[src/rtl/gha_pkg.sv]
package gha_pkg;

  localparam int unsigned DefaultSlots        = 64;
  localparam int unsigned DefaultGenWidth     = 16;
  localparam int unsigned DefaultPayloadWidth = 32;

  localparam int unsigned ModeWidth   = 2;
  localparam int unsigned StatusWidth = 2;

  typedef enum logic [ModeWidth-1:0] {
    MODE_ALLOC  = 2'd0,
    MODE_LOOKUP = 2'd1,
    MODE_DROP   = 2'd2,
    MODE_CLEAR  = 2'd3
  } mode_e;

  typedef enum logic [StatusWidth-1:0] {
    ST_OK    = 2'd0,
    ST_FULL  = 2'd1,
    ST_STALE = 2'd2,
    ST_NULL  = 2'd3
  } status_e;

  // write enables of the slot store
  typedef struct packed {
    logic pay_we;
    logic gen_we;
  } store_wr_t;

endpackage

[src/rtl/gha_slot_store.sv]
module gha_slot_store #(
  parameter int unsigned SLOTS         = gha_pkg::DefaultSlots,
  parameter int unsigned GEN_WIDTH     = gha_pkg::DefaultGenWidth,
  parameter int unsigned PAYLOAD_WIDTH = gha_pkg::DefaultPayloadWidth,
  localparam int unsigned IdxW         = $clog2(SLOTS)
) (
  input  logic                     clk_i,
  input  logic                     rd_en_i,
  input  logic [IdxW-1:0]          rd_addr_i,
  output logic [PAYLOAD_WIDTH-1:0] rd_pay_o,
  output logic [GEN_WIDTH-1:0]     rd_gen_o,
  input  gha_pkg::store_wr_t       wr_i,
  input  logic [IdxW-1:0]          wr_addr_i,
  input  logic [PAYLOAD_WIDTH-1:0] wr_pay_i,
  input  logic [GEN_WIDTH-1:0]     wr_gen_i
);

  logic [PAYLOAD_WIDTH-1:0] pay_mem [SLOTS];
  logic [GEN_WIDTH-1:0]     gen_mem [SLOTS];

  always_ff @(posedge clk_i) begin
    if (wr_i.pay_we) begin
      pay_mem[wr_addr_i] <= wr_pay_i;
    end
    if (wr_i.gen_we) begin
      gen_mem[wr_addr_i] <= wr_gen_i;
    end
  end

  always_ff @(posedge clk_i) begin
    if (rd_en_i) begin
      rd_pay_o <= pay_mem[rd_addr_i];
      rd_gen_o <= gen_mem[rd_addr_i];
    end
  end

endmodule

[src/rtl/generational_handle_allocator_core.sv]
// Generational handle table: allocate, lookup, drop and clear over a stream.
// In each transaction the accept edge issues the synchronous
// read of the slot memories and of the free stack top, then the execute state
// checks the handle, writes the memories and loads the result register.
// A new transaction can be accepted in the cycle after the previous one completes;
// a result waiting on m_axis_tready holds the transaction in the execute state
// and so delays the next accept. Handles are
// (index, generation); index 0 is reserved so an all-zero handle is null.
// Freed slots are reused last-in first-out. Clear takes effect in one
// transaction with no sweep of the memories. The status field travels on
// tuser.
module generational_handle_allocator_core #(
  parameter int unsigned SLOTS         = gha_pkg::DefaultSlots,
  parameter int unsigned GEN_WIDTH     = gha_pkg::DefaultGenWidth,
  parameter int unsigned PAYLOAD_WIDTH = gha_pkg::DefaultPayloadWidth,
  localparam int unsigned IdxW         = $clog2(SLOTS),
  localparam int unsigned DataW        = ((IdxW + GEN_WIDTH + PAYLOAD_WIDTH + 7) / 8) * 8
) (
  input  logic                            clk_i,
  input  logic                            rst_ni,
  input  logic                            s_axis_tvalid,
  output logic                            s_axis_tready,
  // slot_index, handle_gen, payload, zero fill
  input  logic [DataW-1:0]                s_axis_tdata,
  // mode
  input  logic [gha_pkg::ModeWidth-1:0]   s_axis_tuser,
  output logic                            m_axis_tvalid,
  input  logic                            m_axis_tready,
  // out_index, out_gen, out_payload, zero fill
  output logic [DataW-1:0]                m_axis_tdata,
  // status
  output logic [gha_pkg::StatusWidth-1:0] m_axis_tuser
);

  localparam int unsigned CntW = $clog2(SLOTS + 1);
  localparam int unsigned FsW  = IdxW + GEN_WIDTH;
  localparam int unsigned PadW = DataW - IdxW - GEN_WIDTH - PAYLOAD_WIDTH;

  typedef enum logic [1:0] {
    S_IDLE = 2'b01,
    S_EXEC = 2'b10
  } state_e;

  state_e state_q, state_d;

  logic                     accept;
  logic                     fire;

  gha_pkg::mode_e           mode_q;
  logic [IdxW-1:0]          idx_q;
  logic [GEN_WIDTH-1:0]     gen_q;
  logic [PAYLOAD_WIDTH-1:0] pay_q;

  logic [CntW-1:0]          free_count_q, free_count_d;
  logic [CntW-1:0]          high_water_q, high_water_d;

  logic [FsW-1:0]           fs_mem [SLOTS];
  logic [FsW-1:0]           fs_top_q;
  logic                     fs_we;
  logic [FsW-1:0]           fs_wdata;

  logic [PAYLOAD_WIDTH-1:0] rd_pay;
  logic [GEN_WIDTH-1:0]     rd_gen;
  gha_pkg::store_wr_t       st_wr;
  logic [IdxW-1:0]          st_addr;
  logic [PAYLOAD_WIDTH-1:0] st_pay;
  logic [GEN_WIDTH-1:0]     st_gen;

  logic                     live;
  logic [GEN_WIDTH-1:0]     gen_next;
  gha_pkg::status_e         res_status;
  logic [IdxW-1:0]          res_idx;
  logic [GEN_WIDTH-1:0]     res_gen;
  logic [PAYLOAD_WIDTH-1:0] res_pay;

  logic                     m_valid_q;
  gha_pkg::status_e         m_status_q;
  logic [IdxW-1:0]          m_idx_q;
  logic [GEN_WIDTH-1:0]     m_gen_q;
  logic [PAYLOAD_WIDTH-1:0] m_pay_q;

  assign s_axis_tready = (state_q == S_IDLE);
  assign accept        = s_axis_tvalid && s_axis_tready;
  assign fire          = (state_q == S_EXEC) && (!m_valid_q || m_axis_tready);

  always_comb begin
    state_d = state_q;
    case (state_q)
      S_IDLE: begin
        if (accept) begin
          state_d = S_EXEC;
        end
      end
      S_EXEC: begin
        if (fire) begin
          state_d = S_IDLE;
        end
      end
      default: state_d = S_IDLE;
    endcase
  end

  always_ff @(posedge clk_i or negedge rst_ni) begin
    if (!rst_ni) begin
      state_q      <= S_IDLE;
      free_count_q <= '0;
      high_water_q <= CntW'(1);
      m_valid_q    <= 1'b0;
    end else begin
      state_q      <= state_d;
      free_count_q <= free_count_d;
      high_water_q <= high_water_d;
      if (fire) begin
        m_valid_q <= 1'b1;
      end else if (m_axis_tready) begin
        m_valid_q <= 1'b0;
      end
    end
  end

  always_ff @(posedge clk_i) begin
    if (accept) begin
      mode_q <= gha_pkg::mode_e'(s_axis_tuser);
      idx_q  <= s_axis_tdata[IdxW-1:0];
      gen_q  <= s_axis_tdata[IdxW +: GEN_WIDTH];
      pay_q  <= s_axis_tdata[IdxW + GEN_WIDTH +: PAYLOAD_WIDTH];
    end
    if (fire) begin
      m_status_q <= res_status;
      m_idx_q    <= res_idx;
      m_gen_q    <= res_gen;
      m_pay_q    <= res_pay;
    end
  end

  // free stack entries carry the index and the generation it will reuse
  always_ff @(posedge clk_i) begin
    if (fs_we) begin
      fs_mem[free_count_q[IdxW-1:0]] <= fs_wdata;
    end
    if (accept) begin
      fs_top_q <= fs_mem[IdxW'(free_count_q - CntW'(1))];
    end
  end

  gha_slot_store #(
    .SLOTS         (SLOTS),
    .GEN_WIDTH     (GEN_WIDTH),
    .PAYLOAD_WIDTH (PAYLOAD_WIDTH)
  ) u_store (
    .clk_i     (clk_i),
    .rd_en_i   (accept),
    .rd_addr_i (s_axis_tdata[IdxW-1:0]),
    .rd_pay_o  (rd_pay),
    .rd_gen_o  (rd_gen),
    .wr_i      (st_wr),
    .wr_addr_i (st_addr),
    .wr_pay_i  (st_pay),
    .wr_gen_i  (st_gen)
  );

  assign live = (idx_q != '0) && (gen_q != '0) && (CntW'(idx_q) < high_water_q) &&
                (rd_gen == gen_q) && (rd_pay != '0);

  // wrap past zero to one
  always_comb begin
    gen_next = rd_gen + GEN_WIDTH'(1);
    if (gen_next == '0) begin
      gen_next = GEN_WIDTH'(1);
    end
  end

  always_comb begin
    res_status   = gha_pkg::ST_OK;
    res_idx      = idx_q;
    res_gen      = '0;
    res_pay      = '0;
    free_count_d = free_count_q;
    high_water_d = high_water_q;
    st_wr        = '0;
    st_addr      = idx_q;
    st_pay       = pay_q;
    st_gen       = gen_next;
    fs_we        = 1'b0;
    fs_wdata     = {idx_q, gen_next};
    case (mode_q)
      gha_pkg::MODE_ALLOC: begin
        if (pay_q == '0) begin
          res_status = gha_pkg::ST_NULL;
        end else if (free_count_q != '0) begin
          res_idx         = fs_top_q[FsW-1 -: IdxW];
          res_gen         = fs_top_q[GEN_WIDTH-1:0];
          st_addr         = fs_top_q[FsW-1 -: IdxW];
          st_wr.pay_we    = fire;
          free_count_d    = fire ? free_count_q - CntW'(1) : free_count_q;
        end else if (high_water_q < CntW'(SLOTS)) begin
          res_idx         = high_water_q[IdxW-1:0];
          res_gen         = GEN_WIDTH'(1);
          st_addr         = high_water_q[IdxW-1:0];
          st_gen          = GEN_WIDTH'(1);
          st_wr.pay_we    = fire;
          st_wr.gen_we    = fire;
          high_water_d    = fire ? high_water_q + CntW'(1) : high_water_q;
        end else begin
          res_status = gha_pkg::ST_FULL;
        end
      end
      gha_pkg::MODE_LOOKUP: begin
        if (live) begin
          res_pay = rd_pay;
        end else begin
          res_status = gha_pkg::ST_STALE;
        end
      end
      gha_pkg::MODE_DROP: begin
        if (live) begin
          st_pay       = '0;
          st_wr.pay_we = fire;
          st_wr.gen_we = fire;
          if (free_count_q < CntW'(SLOTS)) begin
            fs_we        = fire;
            free_count_d = fire ? free_count_q + CntW'(1) : free_count_q;
          end
        end else begin
          res_status = gha_pkg::ST_STALE;
        end
      end
      gha_pkg::MODE_CLEAR: begin
        if (fire) begin
          free_count_d = '0;
          high_water_d = CntW'(1);
        end
      end
      default: begin
        res_status = gha_pkg::ST_OK;
      end
    endcase
  end

  assign m_axis_tvalid = m_valid_q;
  assign m_axis_tuser  = m_status_q;
  assign m_axis_tdata  = {{PadW{1'b0}}, m_pay_q, m_gen_q, m_idx_q};

endmodule

[config.mk]
export PLATFORM = sky130hd
export DESIGN_NAME = generational_handle_allocator_core
export DESIGN_NICKNAME = d
export VERILOG_FILES = /design/src/rtl/gha_pkg.sv /design/src/rtl/gha_slot_store.sv /design/src/rtl/generational_handle_allocator_core.sv
export SDC_FILE = /design/constraint.sdc
export NUM_CORES = 2
export LEC_CHECK = 0
export ABC_CLOCK_PERIOD_IN_PS = 6360
export BUFFER_PORTS_ARGS = -buffer_cell sky130_fd_sc_hd__buf_4
export CAP_MARGIN = 20
export CORE_AREA = 4 4 646 808
export CTS_CLUSTER_DIAMETER = 40
export DETAILED_ROUTE_END_ITERATION = 6
export DIE_AREA = 0 0 650 812
export PLACE_DENSITY = 0.61
export SYNTH_ARGS = -nofsm -noshare
export SYNTH_HDL_FRONTEND = slang
export SYNTH_MEMORY_MAX_BITS = 65536
export SYNTH_SLANG_ARGS = --single-unit
[constraint.sdc]
create_clock -name clk_i -period 6.36 [get_ports clk_i]
set_input_delay 0.636 -clock clk_i [delete_from_list [all_inputs] [get_ports clk_i]]
set_output_delay 0.636 -clock clk_i [all_outputs]
set_load 0.005 [all_outputs]
Word-level counts from Yosys, hierarchy flattened. Memories as Yosys holds them, arrays and structs flattened. A register that Yosys moved wholly into a read port is not among the register bits. Cells that the tools add are included.

Bits in writable memories: 4480. Output and inout bits: 60. Latch bits: 0. Register bits: 129. Memories kept: 3. Memory bits (read-only): 0.

Memories: u_store.pay_mem (words 64, width 32, read ports 1, clocked after memory_dff 1, wr ports 1, line gha_slot_store.sv:18) `logic [PAYLOAD_WIDTH-1:0] pay_mem [SLOTS];`; fs_mem (words 64, width 22, read ports 1, clocked after memory_dff 1, wr ports 1, line generational_handle_allocator_core.sv:57) `logic [FsW-1:0] fs_mem [SLOTS];`; u_store.gen_mem (words 64, width 16, read ports 1, clocked after memory_dff 1, wr ports 1, line gha_slot_store.sv:19) `logic [GEN_WIDTH-1:0] gen_mem [SLOTS];`.

Reduce and logical (&&, ||, !) cells: 24. Shift-type cells: 0. Add/subtract/negate cells: 4. Equality and inequality tests: 17. Bitwise gates (word level): 1. Order comparisons: 3. Mux-type cells: 52. Divide/modulo/power cells: 0. $mul: 0.

Operators with widths (number): $mux W16 (6); $mux W7 (12); $mux W32 (2); $logic_not A32 Y1 (1); $reduce_bool A32 Y1 (1); $mux W6 (4); $pmux W7 S3 (1); $ne A2 B2 Y1 const B (10); $add A16 B1 Y16 const B (1); $eq A16 B16 Y1 (1); $logic_not A16 Y1 (1); $mux W1 (16); $reduce_bool A16 Y1 (1); $add A7 B1 Y7 const B (2); $lt A7 B7 Y1 const B (2); $mux W2 (7); $pmux W7 S2 (1); $pmux W2 S2 (3); $reduce_and A8 Y1 (1); $lt A6 B7 Y1 (1); $reduce_bool A7 Y1 (1); $sub A7 B1 Y7 const B (1); $eq A2 B2 Y1 const B (3); $logic_and A1 B1 Y1 (6); 12 further kinds (16).

Logic depth before layout (Yosys ltp).
Word-level depth: 9. Mapped depth: 13. Gate-level depth less buffers: 8.

Hierarchy. A second synthesis with hierarchy kept.

Cells, all modules: 7892. Area total of the unflattened synthesis: 178842.8 µm².

By module, submodules not included: gha_slot_store (area an instance 118275.9 µm², instances 1, cells an instance 5204, sequential area each 93689.9 µm²); generational_handle_allocator_core (area an instance 60566.8 µm², instances 1, cells an instance 2688, sequential area each 46732.3 µm²).

Worst setup path before layout. No wires, ideal clock.

Kind: flip-flop to flip-flop. Start point: reg free_count_q[0]. End point: mem u_store.pay_mem[15][0] (netlist bit) (enable). Path buffers: 6. Data required time: 5.858 ns. Library setup time: 0.502 ns. Clock period less this slack: 6.911 ns. Arrival: 6.409 ns. Stages on the path, launching flop included: 14. Path slack: -0.551 ns. Cells stage by stage: dfrtp_1 > clkbuf_1 > buf_2 > buf_1 > clkinv_1 > ha_1 > nand4b_1 > clkbuf_1 > nor3_1 > o21a_1 > or4_1 > buf_2 > buf_6 > nor4_1.

Cells in the longest elaborated chain, start to end: 6. Elaborated cells on any way between the ends: 9. Those cells by class: mux (8); reduce/logical (1).

Ends and longest elaborated chain: start, declared (line generational_handle_allocator_core.sv:54) `logic [CntW-1:0] free_count_q, free_count_d;`; start signal, assigned (line generational_handle_allocator_core.sv:111) `free_count_q <= free_count_d;`; $reduce_bool A7 Y1 (*) (line generational_handle_allocator_core.sv:190) `end else if (free_count_q != '0) begin`; $mux W1 (line generational_handle_allocator_core.sv:190); $mux W2 (line generational_handle_allocator_core.sv:188) `if (pay_q == '0) begin`; $pmux W2 S2 (line generational_handle_allocator_core.sv:186) `case (mode_q)`; $mux W1 (line gha_slot_store.sv:22) `if (wr_i.pay_we) begin`; $mux W1 (not written as such) (line gha_slot_store.sv:23) `pay_mem[wr_addr_i] <= wr_pay_i;`; end, declared (line gha_slot_store.sv:18).

Every way passes the cells marked *; elsewhere a longest branch is shown, timed or not.

Worst setup path after layout.
Start point: reg pay_q[4]. End point: mem u_store.gen_mem[39][6] (netlist bit) (enable).

Cells in the longest elaborated chain, start to end: 5. Elaborated cells on any way between the ends: 7. Those cells by class: mux (6); reduce/logical (1).

Ends and longest elaborated chain: start, declared (line generational_handle_allocator_core.sv:52) `logic [PAYLOAD_WIDTH-1:0] pay_q;`; start signal, assigned (line generational_handle_allocator_core.sv:126) `pay_q <= s_axis_tdata[IdxW + GEN_WIDTH +: PAYLOAD_WIDTH];`; $logic_not A32 Y1 (*) (line generational_handle_allocator_core.sv:188); $mux W2 (line generational_handle_allocator_core.sv:188); $pmux W2 S2 (line generational_handle_allocator_core.sv:186); $mux W1 (line gha_slot_store.sv:25) `if (wr_i.gen_we) begin`; $mux W1 (not written as such) (line gha_slot_store.sv:26) `gen_mem[wr_addr_i] <= wr_gen_i;`; end, declared (line gha_slot_store.sv:19).

Marks and branches as above.

==> results.txt <==
CP endpoint = u_store.gen_mem[39][6]
Worst skew pair latency = 1040 ps
TNS Setup = 0 ps
Reg-to-reg endpoint = u_store.gen_mem[39][6]
Synthesized area per cell = 24.2 um^2
Crit-path max FO = 23
Share of cells above drive strength 1 = 0.363
Critical Path Start = pay_q[4]
Post-Syn Area = 0.179 mm^2
Worst-Margin Slew = 1230 ps
Clock Sinks = 4679
Peak VDD IR = 503 uV
Register area share after synthesis = 0.783
Static Leak = 65.7 nW
Layout Area Growth over Synthesis = 18.7%
Drt first pass iters = 5
TritonCTS clock tree = done
RSZ-0062 raised after global routing = false
Most common cell on crit path = buf_4
Number of hold violations in the final report = 0
Bufs on Longest Clock Path = 4
Worst R2R Start = pay_q[4]
Commonest non-fill, non-tap cells in the layout = edfxtp_1, mux4_2, clkbuf_16
Outcome = completed
First-pass GRT wire length = 643 mm
Worst R2R Path Depth = 9
Number of global-route vias before repair = 87103
Final ANT Viol Nets = 0
DRC = 0
Fin crit share = 0.828
Power Dens Cells = 380 mW/mm^2
GRT Overall Usage = 0.168
DP Area = 0.192 mm^2
CTS Buf Count = 580
Yosys warnings = 0
Htree depth = 6
WP buf/inv = 3
Pins Over Slew Limit = 0
Core ar. = 0.515 mm^2
Main synth FF type = edfxtp_1
Startpoint Class = flop
Post-CTS setup repair buffer count = 0
Fillcell total = 43801
Root Driver = clkbuf_16
Reg2reg setup slack = 1090 ps
Largest net degree at the start of global routing = 112
Via/cell ratio = 5.44
Commonest non-fill, non-tap cell in the layout = edfxtp_1
Top delay family on crit path = simple AND/OR/NAND/NOR gates
Final net count = 8221
# Max-Cap Violations = 0
WS Path Type = reg2reg
Gpl congestion = 0.856
Top achievable clock speed = 0.190 GHz
Synth async-reset ratio = 0.00363
Worst path cell trace = nor4_2 -> buf_4 -> and4_1 -> a21oi_4 -> o21a_1 -> or4_2 -> buf_4 -> nor4_2 -> buf_4
Crit path depth = 9
Starting Density = 0.348
Worst Path Arrival = 5930 ps
Routed wire length = 454 mm
Grt total ovfl = 0
Util after Layout = 0.413
Initial antenna violation count = 15
Cell count after synthesis = 7408
Die area = 0.528 mm^2
Post-synth EDFFs = 4662
Worst EP required = 7030 ps
Routed len/inst = 29.4 um
Endpoints failing setup = 0
Worst-path clk slew = 60 ps
Port Buffer Count = 117
Die Height = 812 um
Die width = 650 um
Max incr delay on CP = 1190 ps
Dpl hpwl = 257 mm
Post-CTS Hold Buffers = 56
Resized Gates After CTS = 0
Netlist cell types = 62
Slew Limit Headroom = 0.180
Ports = 122
Tmin final = 5270 ps
CP max stage cell = or4_2
DR vias = 83981
Dpl ws = 1000 ps
Worst hold path type = in2reg
Row count = 295
Endpoint type of the worst setup path = flop
Initial DRC Count = 10100
Final Instance Area = 0.213 mm^2
Worst setup margin = 1090 ps
Flops & latches, synth = 4679
Skew final = 75.3 ps
==> registers in the layout (all words and copies together), names as in the netlist <==
register	flops
m_gen_q	16
state_q	2
free_count_q	7
m_axis_tvalid	1
fs_mem	1408
m_axis_tuser	2
m_pay_q	32
pay_q	32
fs_top_q	22
high_water_q	7
gen_q	16
u_store.rd_pay_o	32
m_idx_q	6
u_store.gen_mem	1024
idx_q	6
mode_q	2
u_store.pay_mem	2048
u_store.rd_gen_o	16
==> synth_stat cells (13+ instances only) <==
library cell,number,area share
mux4_2,1400,0.18
xor2_1,19,0.00093
and2_1,78,0.0027
o22ai_1,13,0.00045
buf_1,91,0.0019
a22oi_1,141,0.0059
o211ai_1,15,0.00063
clkbuf_1,312,0.0065
nand2_1,109,0.0023
buf_2,13,0.00036
nor3_1,50,0.0014
a21oi_1,19,0.00053
o21ai_0,13,0.00036
ha_1,16,0.0011
nor2_1,42,0.00088
nand4_1,19,0.00066
edfxtp_1,4662,0.78
and3_1,18,0.00063
nand3_1,15,0.00042
nor4_1,189,0.0066
xnor2_1,13,0.00064
inv_1,28,0.00059
dfrtp_1,15,0.0021
==> cell type report <==
| cell class | instances | area, um^2 | area share |
|---|---|---|---|
| Inverter | 29 | 110 | 0.000518 |
| Tap cell | 6831 | 8550 | 0.0402 |
| Clock inverter | 403 | 4450 | 0.0209 |
| Antenna cell | 6 | 15.0 | 0.0000706 |
| Timing Repair Buffer | 576 | 5290 | 0.0249 |
| Clock buffer | 647 | 14900 | 0.0701 |
| Multi-Input combinational cell | 2277 | 39000 | 0.183 |
| Sequential cell | 4679 | 140000 | 0.660 |
==> power breakdown <==
part	leakage, nW	switching, mW	internal (mW)
registers	42.2	0.266	34.7
clock network	9.32	13.1	19.5
logic	14.2	7.68	5.60
==> worst min-delay path by stage <==
stage | start | cells past startpoint | end
finish | s_axis_tvalid | 2 | fs_top_q[7]
floorplan | rst_ni | 0 | free_count_q[0]
global route | s_axis_tvalid | 2 | fs_top_q[7]
global placement | state_q[1] | 2 | m_axis_tvalid
detailed placement | fs_top_q[7] | 1 | m_gen_q[7]
CTS | s_axis_tvalid | 2 | gen_q[6]
==> stage by stage <==
step / hold slack (ps) / instances / total power [mW]
2_1_floorplan: 340 / 7409 / 44.0
3_3_place_gp: 515 / 14318 / 48.7
3_5_place_dp: 535 / 14319 / 49.0
4_1_cts: 173 / 15425 / 81.6
5_1_grt: 209 / 15444 / 83.5
6_report: 260 / 15448 / 80.8
==> per-layer routing <==
layer,global-route usage,wire [um],up-vias
met4,0.0614,17800,2
met1,0.217,173000,45504
met2,0.287,230000,3780
li1,-,-,33904
met5,0,13,-
met3,0.0288,34200,791
==> cells by family after synthesis <==
group | after synthesis | share of synthesized area
DFF | 4679 | 0.783
muxes | 1402 | 0.176
and+or+nand+nor | 569 | 0.0176
buffers and inverters | 453 | 0.00987
AOI/OAI and AO/OA | 256 | 0.0104
xor gates and xnor gates | 32 | 0.00156
adders and majority gates | 16 | 0.00112
other | 1 | 0.0000209
(Power assumes the default switching activity.)
